$ cat config.mk
export PLATFORM = sky130hd
export DESIGN_NAME = qetf_mul
export DESIGN_NICKNAME = d
export VERILOG_FILES = /design/src/qetf_pkg.sv /design/src/qetf_mul.sv
export SDC_FILE = /design/constraint.sdc
export NUM_CORES = 2
export LEC_CHECK = 0
export BUFFER_PORTS_ARGS = -buffer_cell sky130_fd_sc_hd__buf_4
export CORE_MARGIN = 4
export CORE_UTILIZATION = 25
export DETAILED_ROUTE_END_ITERATION = 7
export PLACE_DENSITY = 0.41
export SLEW_MARGIN = 20
export SYNTH_ARGS = -nofsm -noshare
export SYNTH_HDL_FRONTEND = slang
export SYNTH_SLANG_ARGS = --single-unit
$ cat constraint.sdc
create_clock -name clk -period 8.16 [get_ports clk]
set_clock_uncertainty 0.1 [all_clocks]
set_input_delay 1.632 -clock clk [delete_from_list [all_inputs] [get_ports clk]]
set_output_delay 1.632 -clock clk [all_outputs]
set_load 0.05 [all_outputs]
$ cat src/qetf_pkg.sv
`timescale 1ns / 1ps
// Shared constants, types and helpers for the quintic escape-time fractal core.
package qetf_pkg;

    // Field widths
    localparam int COORD_BITS     = 12;
    localparam int FRAC_BITS      = 36;
    localparam int ITER_BITS      = 16;
    localparam int WORD_BITS      = 48;
    localparam int CFG_INDEX_BITS = 3;
    localparam int CFG_DATA_BITS  = WORD_BITS;

    // Stream word widths, padded to whole bytes
    localparam int IN_FIELD_BITS  = 2 * COORD_BITS;
    localparam int IN_DATA_BITS   = ((IN_FIELD_BITS + 7) / 8) * 8;
    localparam int OUT_FIELD_BITS = 2 * COORD_BITS + ITER_BITS + 1;
    localparam int OUT_DATA_BITS  = ((OUT_FIELD_BITS + 7) / 8) * 8;

    // Multiplier operand and product widths. Operands stay below 2^49 in
    // magnitude; products below 2^53 after the fraction shift.
    localparam int OP_W   = 52;
    localparam int HALF_W = OP_W / 2;
    localparam int ACC_W  = 2 * OP_W;
    localparam int RES_W  = 56;

    // Polynomial sums (|re|, |im| < 16 * 2^51 + 2^47) and pixel mapping
    localparam int SUM_W  = 58;
    localparam int MAP_W  = COORD_BITS + WORD_BITS + 2;
    localparam int SAT_W  = (MAP_W > SUM_W) ? MAP_W : SUM_W;
    localparam int MAG2_W = RES_W + 1;

    // Escape thresholds as powers of two of the raw fixed point value
    localparam int ESC_MAG_EXP   = 8 + FRAC_BITS;               // |x| >= 256
    localparam int ESCAPE_EXP    = 16 + FRAC_BITS;              // |z|^2 >= 65536
    localparam int GATE_EXP      = (97 - 2 * FRAC_BITS) / 5 + 1;
    localparam int GATE_LIM_EXP  = GATE_EXP + FRAC_BITS;        // z^5 surely leaves the word

    localparam logic [ITER_BITS-1:0] LIMIT_RESET = ITER_BITS'(64);

    localparam logic signed [SAT_W-1:0] SAT_WORD_MAX =
        signed'((SAT_W'(1) << (WORD_BITS - 1)) - SAT_W'(1));
    localparam logic signed [SAT_W-1:0] SAT_WORD_MIN =
        -signed'(SAT_W'(1) << (WORD_BITS - 1));

    typedef enum logic [CFG_INDEX_BITS-1:0] {
        REG_STEP_REAL   = 3'd0,
        REG_STEP_IMAG   = 3'd1,
        REG_ORIGIN_REAL = 3'd2,
        REG_ORIGIN_IMAG = 3'd3,
        REG_ITER_LIMIT  = 3'd4
    } cfg_reg_t;

    // Product schedule of one iteration
    typedef enum logic [3:0] {
        OP_XX   = 4'd0,
        OP_YY   = 4'd1,
        OP_X3   = 4'd2,
        OP_X4   = 4'd3,
        OP_X5   = 4'd4,
        OP_Y3   = 4'd5,
        OP_Y4   = 4'd6,
        OP_Y5   = 4'd7,
        OP_X3Y2 = 4'd8,
        OP_XY4  = 4'd9,
        OP_YX4  = 4'd10,
        OP_Y3X2 = 4'd11
    } op_t;

    // Multiplier request: operands are two's complement
    typedef struct packed {
        logic            start;
        logic [OP_W-1:0] a;
        logic [OP_W-1:0] b;
    } mul_req_t;

    // Multiplier response: p = floor(a * b / 2^FRAC_BITS), two's complement
    typedef struct packed {
        logic             done;
        logic [RES_W-1:0] p;
    } mul_rsp_t;

    typedef struct packed {
        logic [WORD_BITS-1:0] value;
        logic                 ovf;
    } sat_t;

    function automatic sat_t sat_word(input logic signed [SAT_W-1:0] v);
        sat_t r;
        if (v > SAT_WORD_MAX)
        begin
            r.value = SAT_WORD_MAX[WORD_BITS-1:0];
            r.ovf   = 1'b1;
        end
        else if (v < SAT_WORD_MIN)
        begin
            r.value = SAT_WORD_MIN[WORD_BITS-1:0];
            r.ovf   = 1'b1;
        end
        else
        begin
            r.value = v[WORD_BITS-1:0];
            r.ovf   = 1'b0;
        end
        return r;
    endfunction

endpackage

$ cat src/qetf_mul.sv
`timescale 1ns / 1ps
// Sequential fixed point multiplier: four half-width partial products per request.
module qetf_mul (
    input  logic                clk,
    input  logic                rst_n,
    input  qetf_pkg::mul_req_t  req,
    output qetf_pkg::mul_rsp_t  rsp
);
    import qetf_pkg::*;

    localparam logic [2:0] PP_LAST  = 3'd3;   // last partial product step
    localparam logic [2:0] FIN_STEP = 3'd5;   // accumulator complete

    logic [OP_W-1:0]     a_mag;
    logic [OP_W-1:0]     b_mag;
    logic [HALF_W-1:0]   a_half;
    logic [HALF_W-1:0]   b_half;
    logic [2*HALF_W-1:0] pp_next;
    logic [1:0]          sh_next;
    logic [ACC_W-1:0]    pp_aligned;
    logic signed [ACC_W:0] acc_s;
    logic signed [ACC_W:0] fin_s;
    logic signed [ACC_W:0] fin_shift;

    logic                busy_reg;
    logic                done_reg;
    logic                ppv_reg;
    logic [2:0]          step_reg;
    logic [OP_W-1:0]     ua_reg;
    logic [OP_W-1:0]     ub_reg;
    logic                neg_reg;
    logic [2*HALF_W-1:0] pp_reg;
    logic [1:0]          pp_sh_reg;
    logic [ACC_W-1:0]    acc_reg;
    logic [RES_W-1:0]    p_reg;

    assign a_mag = req.a[OP_W-1] ? (OP_W'(0) - req.a) : req.a;
    assign b_mag = req.b[OP_W-1] ? (OP_W'(0) - req.b) : req.b;

    assign a_half  = step_reg[0] ? ua_reg[OP_W-1:HALF_W] : ua_reg[HALF_W-1:0];
    assign b_half  = step_reg[1] ? ub_reg[OP_W-1:HALF_W] : ub_reg[HALF_W-1:0];
    assign pp_next = a_half * b_half;
    assign sh_next = {1'b0, step_reg[0]} + {1'b0, step_reg[1]};

    always_comb
    begin
        case (pp_sh_reg)
            2'd0:    pp_aligned = ACC_W'(pp_reg);
            2'd1:    pp_aligned = ACC_W'(pp_reg) << HALF_W;
            default: pp_aligned = ACC_W'(pp_reg) << (2 * HALF_W);
        endcase
    end

    // Negating before the arithmetic shift gives floor for negative products
    assign acc_s     = signed'({1'b0, acc_reg});
    assign fin_s     = neg_reg ? -acc_s : acc_s;
    assign fin_shift = fin_s >>> FRAC_BITS;

    always_ff @(posedge clk or negedge rst_n)
    begin
        if (!rst_n)
        begin
            busy_reg <= 1'b0;
            done_reg <= 1'b0;
            ppv_reg  <= 1'b0;
            step_reg <= 3'd0;
        end
        else
        begin
            done_reg <= 1'b0;
            if (req.start && !busy_reg)
            begin
                busy_reg <= 1'b1;
                ppv_reg  <= 1'b0;
                step_reg <= 3'd0;
            end
            else if (busy_reg)
            begin
                ppv_reg  <= (step_reg <= PP_LAST);
                step_reg <= step_reg + 3'd1;
                if (step_reg == FIN_STEP)
                begin
                    busy_reg <= 1'b0;
                    done_reg <= 1'b1;
                end
            end
        end
    end

    always_ff @(posedge clk)
    begin
        if (req.start && !busy_reg)
        begin
            ua_reg  <= a_mag;
            ub_reg  <= b_mag;
            neg_reg <= req.a[OP_W-1] ^ req.b[OP_W-1];
            acc_reg <= '0;
        end
        else if (busy_reg)
        begin
            if (step_reg <= PP_LAST)
            begin
                pp_reg    <= pp_next;
                pp_sh_reg <= sh_next;
            end
            if (ppv_reg)
            begin
                acc_reg <= acc_reg + pp_aligned;
            end
            if (step_reg == FIN_STEP)
            begin
                p_reg <= fin_shift[RES_W-1:0];
            end
        end
    end

    assign rsp.done = done_reg;
    assign rsp.p    = p_reg;

endmodule

; After elaboration in Yosys (flattened, before gate mapping)
; Cells that the tools add are included.
[classes]
addsub = 6
mul = 1
n_div = 0
magnitude_cmp = 1
eq_ne = 2
shift = 0
mux = 16
bitwise = 2
reduce_logical = 7
[op_table]
columns = operator, n
row1 = one-hot mux 104 bit (2 select lines), 1
row2 = adder 104 bit, 1
row3 = subtractor 1 x 52 -> 52 bit (first input constant), 2
row4 = 2-to-1 mux 51 bit, 2
row5 = 2-to-1 mux 92 bit, 1
row6 = negator 92 bit, 1
row7 = multiplier 26 x 26 -> 52 bit, 1
row8 = 2-to-1 mux 26 bit, 2
row9 = 2-to-1 mux 1 bit, 8
row10 = 2-to-1 mux 3 bit, 2
row11 = AND reduction 3 bit, 2
row12 = adder 3 x 1 -> 3 bit (second input constant), 1
row13 = == test 3 bit (second input constant), 1
row14 = less-or-equal comparator 3 x 2 -> 1 bit (second input constant), 1
row15 = adder 1 x 1 -> 2 bit, 1
row16 = == test 2 x 1 -> 1 bit (second input constant), 1
row17 = zero test 2 bit, 1
row18 = AND reduction 2 bit, 1
row19 = nonzero test 2 bit, 1
row20 = logical AND 1 bit, 1
row21 = zero test 1 bit, 1
row22 = inverter 1 bit, 1
row23 = bitwise XOR 1 bit, 1
[totals]
regBits = 325
latchBits = 0
mem_bits_rw = 0
romBits = 0
in_bits = 107
output_inout_bits = 57
memories = 0

; Depth between registers and ports, before layout
[depth]
word_depth = 4
ltp_mapped = 32
mapped_depth_nobuf = 29

; Worst setup path after synthesis
; OpenSTA, ideal clock, no wires.
[synth_timing]
kind = flip-flop to flip-flop
startpoint = register step_reg[1]
endpoint = register pp_reg[51], data pin
t_arrival_ns = 8.160
setup_slack_ns = -0.360
path_stages_with_launch = 31
synth_period_minus_slack_ns = 8.520
cell_sequence = dfrtp_1 > clkbuf_1 > buf_1 > mux2i_1 > clkbuf_1 > nor2_1 > fa_1 > inv_1 > fa_1 > inv_1 > fa_1 > fa_1 > fa_1 > fa_1 > inv_1 > fa_1 > inv_1 > ha_1 > clkbuf_1 > nand2_1 > o21a_1 > a21oi_1 > nor3b_1 > nand2_1 > a31oi_1 > a41oi_1 > o21ai_0 > a31oi_1 > o21ai_0 > a21oi_1 > xnor2_1
[synth_via]
elab_chain_cells = 2
[synth_lines]
columns = element, line
row1 = from (decl), qetf_mul.sv:28  ; logic [2:0] step_reg;
row2 = from (signal assigned), qetf_mul.sv:80  ; step_reg <= step_reg + 3'd1;
row3 = 2-to-1 mux 26 bit, qetf_mul.sv:41  ; assign b_half = step_reg[1] ? ub_reg[OP_W-1:HALF_W] : ub_reg[HALF_W-1:0];
row4 = multiplier 26 x 26 -> 52 bit, qetf_mul.sv:42  ; assign pp_next = a_half * b_half;
row5 = net pp_next[51], qetf_mul.sv:18  ; logic [2*HALF_W-1:0] pp_next;
row6 = to (signal assigned), qetf_mul.sv:103  ; pp_reg <= pp_next;
row7 = to (decl), qetf_mul.sv:32  ; logic [2*HALF_W-1:0] pp_reg;
; The timed path passes the listed nets, and every way through them passes these cells.
; A chain may end at the register's enable or synchronous reset.

; Final worst setup path
[layout_timing]
startpoint = register step_reg[0]
endpoint = register pp_reg[48], data pin
[layout_via]
elab_chain_cells = 2
[layout_lines]
columns = element, line
row1 = 2-to-1 mux 26 bit, qetf_mul.sv:40  ; assign a_half = step_reg[0] ? ua_reg[OP_W-1:HALF_W] : ua_reg[HALF_W-1:0];
row2 = multiplier 26 x 26 -> 52 bit, qetf_mul.sv:42
row3 = net pp_next[48], qetf_mul.sv:18
; The timed path passes the listed nets, and every way through them passes these cells.

==> out/results.tsv <==
metric	value	unit
type of destination of the critical path	flop	
length of routed met2 wiring	68.22	mm
Post-Syn Area	0.04109	sq mm
xor-xnor portion of the synthesized cell area	5.904	%
TritonCTS clock tree	yes	
worst reg2reg startpoint	step_reg[0]$_DFFE_PN0P_	
largest fanout on the critical path	6	
CP peak stage delay	0.65	ns
highest routed layer	met4	
Layout Utilization	29.43	%
clock slew at reported path FFs	0.07	ns
total number of vias	32275	
FF-to-FF path depth	31	
num ports	164	
result of the run	finished, final reports clean	
wire length per cell	21.20	um
Pins Over Slew Limit	0	
iteration-0 DRC count of the detailed router	2322	
worst setup slack for register-to-register paths	0.22	ns
synthesis-stage register bit count	313	
average footprint of a synthesized cell	9.037	sq um
CTS root buffer	sky130_fd_sc_hd__clkbuf_16	
main area contributors after synthesis	sky130_fd_sc_hd__fa_1 (28%), sky130_fd_sc_hd__edfxtp_1 (16%), sky130_fd_sc_hd__ha_1 (8.7%), sky130_fd_sc_hd__inv_1 (6.1%), sky130_fd_sc_hd__nand2_1 (5.6%)	
area of the placeable core	0.1631	sq mm
Max Cap Violations	0	
post-synth net total	5516	
Synth Area in Compound Gates	10.67	%
hold worst-path end	acc_reg[17]$_SDFFE_PP0P_	
antenna violations before repair	0	
synthesized instance count	4547	
non-filler cells, final	7008	
number of buffers added by the clock tree synthesis step	41	
share of the cycle needed by the critical path after routing	97.32	%
total length of routed met3 wires	8.478	mm
P&R area growth vs syn	16.85	%
most common cell after layout, fill and taps aside	sky130_fd_sc_hd__inv_1	
number of antenna-violating nets in the routed design	0	
Yosys top cell by area	sky130_fd_sc_hd__fa_1	
leading register cell type out of synthesis	sky130_fd_sc_hd__edfxtp_1	
maximum achievable frequency	0.1259	GHz
share of synthesized area spent on multiplexers	3.222	%
Port Buffer Count	163	
Nets	5769	
global-route wire length before repair	223.2	mm
number of H-tree levels	2	
DRC violation count after routing	0	
total placed instance area	0.04630	sq mm
Die ar.	0.1709	sq mm
count of flip-flops with a built-in enable after synthesis	215	
Met1 Wirelength	68.32	mm
count of TritonRoute iterations in the first routing pass	6	
largest family of logic cells by synthesized area	adder cells	
cell count after placement	6913	
hold buffers post-CTS	0	
post-detailed-routing wire length	148.6	mm
# rows	148	
adder-cell area share of the yosys netlist	36.75	%
pin count of the biggest net entering global routing	87	
GRT Overall Usage	17.35	%
total global routing overflow	0	
die height	413.4	um
kind of critical path	reg -> reg	
post-detailed-route via-to-cell ratio	4.605	
share of synthesized area occupied by flip-flops and latches	20.56	%
highest-count cells in the layout ignoring fill and taps	sky130_fd_sc_hd__inv_1 (663), sky130_fd_sc_hd__nand2_1 (607), sky130_fd_sc_hd__fa_1 (572)	
fraction of post-synthesis cell area in the top cell type by area	28.01	%
fin crit period	7.941	ns
detailed placer's ending HPWL	123.7	mm
slowest cell on the critical path	sky130_fd_sc_hd__fa_2	
flip-flop count of the largest register, all copies and words added	92	
library cells used by synthesis	65	
Yosys warnings	0	
share of synthesized cell area in and, or, nand and nor gates	14.89	%
final count of negative-setup-slack endpoints	0	
Arrival @ worst endpoint	8.22	ns
instance count on the critical path	31	
post-route design area	0.04801	sq mm
RSZ-0062 raised after global routing	yes	
Fin. Hold Viols	0	
Die Width	413.4	um
GP Congestion	0.9380	
Slew headroom	29.85	%
starting density of the core	25.19	%
reg2reg end	pp_reg[48]$_DFFE_PP_	
startpoint of the lowest-slack hold path	acc_reg[17]$_SDFFE_PP0P_	
clock insertion delay at the later pin of the skew report	0.63	ns
Hold Crit Class	reg -> reg	
final-layout worst hold slack	0.3788	ns
WP data required	8.44	ns
clock sink count	313	
CP Launch Type	flop	
Cells on Worst Hold Path	2	
CP top delay family	adder cells	
number of global-route vias before repair	33836	
count of fill cells added during filler insertion	17279	
proportion of layout cells with a drive suffix above 1	12.40	%
deepest clock path buffer count	3	
async set-reset flop share out of synthesis	1.917	%
actual slew at the worst max-slew pin	1.052	ns
Buf/Inv on CP	10	
-- worst min-delay path: stages, from the launching register on --
cell and delay (ns):
sky130_fd_sc_hd__dfxtp_1 0.32, sky130_fd_sc_hd__nand2_1 0.06, sky130_fd_sc_hd__a21oi_1 0.05
-- area by class of cell --
class / instances / area [sq um] / area share (%)
Multi-Input combinational cell: 3359 / 29580 / 61.61
Sequential cell: 313 / 8451 / 17.60
Timing Repair Buffer: 420 / 3426 / 7.135
Tap cell: 2175 / 2721 / 5.668
Inverter: 665 / 2501 / 5.209
Clock buffer: 47 / 1059 / 2.205
Clock inverter: 28 / 274.0 / 0.5707
Antenna cell: 1 / 2.502 / 0.005212
-- synth_stat cells, drive strengths merged, types with 14 or more instances --
library cell    n
clkbuf        194
o31ai          49
mux2           50
o41ai          21
fa            575
nor3           24
and3           24
edfxtp        215
dfxtp          92
nand3          31
nor4           20
a21o           79
xnor2         235
or4            41
o21a           25
buf            16
a21oi         203
or3            24
o21ai         192
a31oi          22
nor2          448
nand2         608
ha            287
o21bai         38
nor2b          17
a22o           14
xor2           42
nand2b         24
mux2i          76
and2           57
nand4          39
inv           665
-- per-stage QoR --
step / setup slack, ns / setup TNS [ns]
2_1_floorplan: 0.001265 / 0
3_5_place_dp: -0.2788 / -1.695
6_report: 0.2188 / 0
5_1_grt: -0.09704 / -0.1710
3_3_place_gp: -0.2188 / -0.8894
4_1_cts: 0.01202 / 0
-- timing repair --
action	CTS	global route
hold endpoints to repair	0	0
resized for setup	8	36
cloned	0	1
pin swaps	0	4
setup endpoints to repair	12	15
setup buffers	6	12
-- routing by layer --
layer	up-vias	GRT usage, %
li1	15303	-
met1	15991	23.88
met2	837	28.39
met3	144	2.953
met4	0	4.046
met5	-	0
-- cell families (layout without fill, tap and decap cells) --
family                   Yosys count  count (layout)
AND/OR/NAND/NOR                 1390            1390
buffers and inverters            875            1160
adder cells (fa/ha/maj)          862             862
AO/OA/AOI/OAI                    704             704
flip-flops                       313             313
XOR/XNOR                         277             277
multiplexers                     126             126
other                              0               1
-- worst max path at each step --
stage | slack, ns | from | endpoint
after floorplan | 0.001 | step_reg[0]$_DFFE_PN0P_ | pp_reg[51]$_DFFE_PP_
after global placement | -0.22 | step_reg[1]$_DFFE_PN0P_ | pp_reg[46]$_DFFE_PP_
after detailed placement | -0.28 | step_reg[0]$_DFFE_PN0P_ | pp_reg[46]$_DFFE_PP_
after CTS | 0.01 | step_reg[0]$_DFFE_PN0P_ | pp_reg[46]$_DFFE_PP_
after global routing | -0.1 | step_reg[0]$_DFFE_PN0P_ | pp_reg[48]$_DFFE_PP_
final | 0.22 | step_reg[0]$_DFFE_PN0P_ | pp_reg[48]$_DFFE_PP_
Power is left out: the tool's default activity adds up to more than one toggle a clock period on the data nets, which glitch-free logic cannot reach.
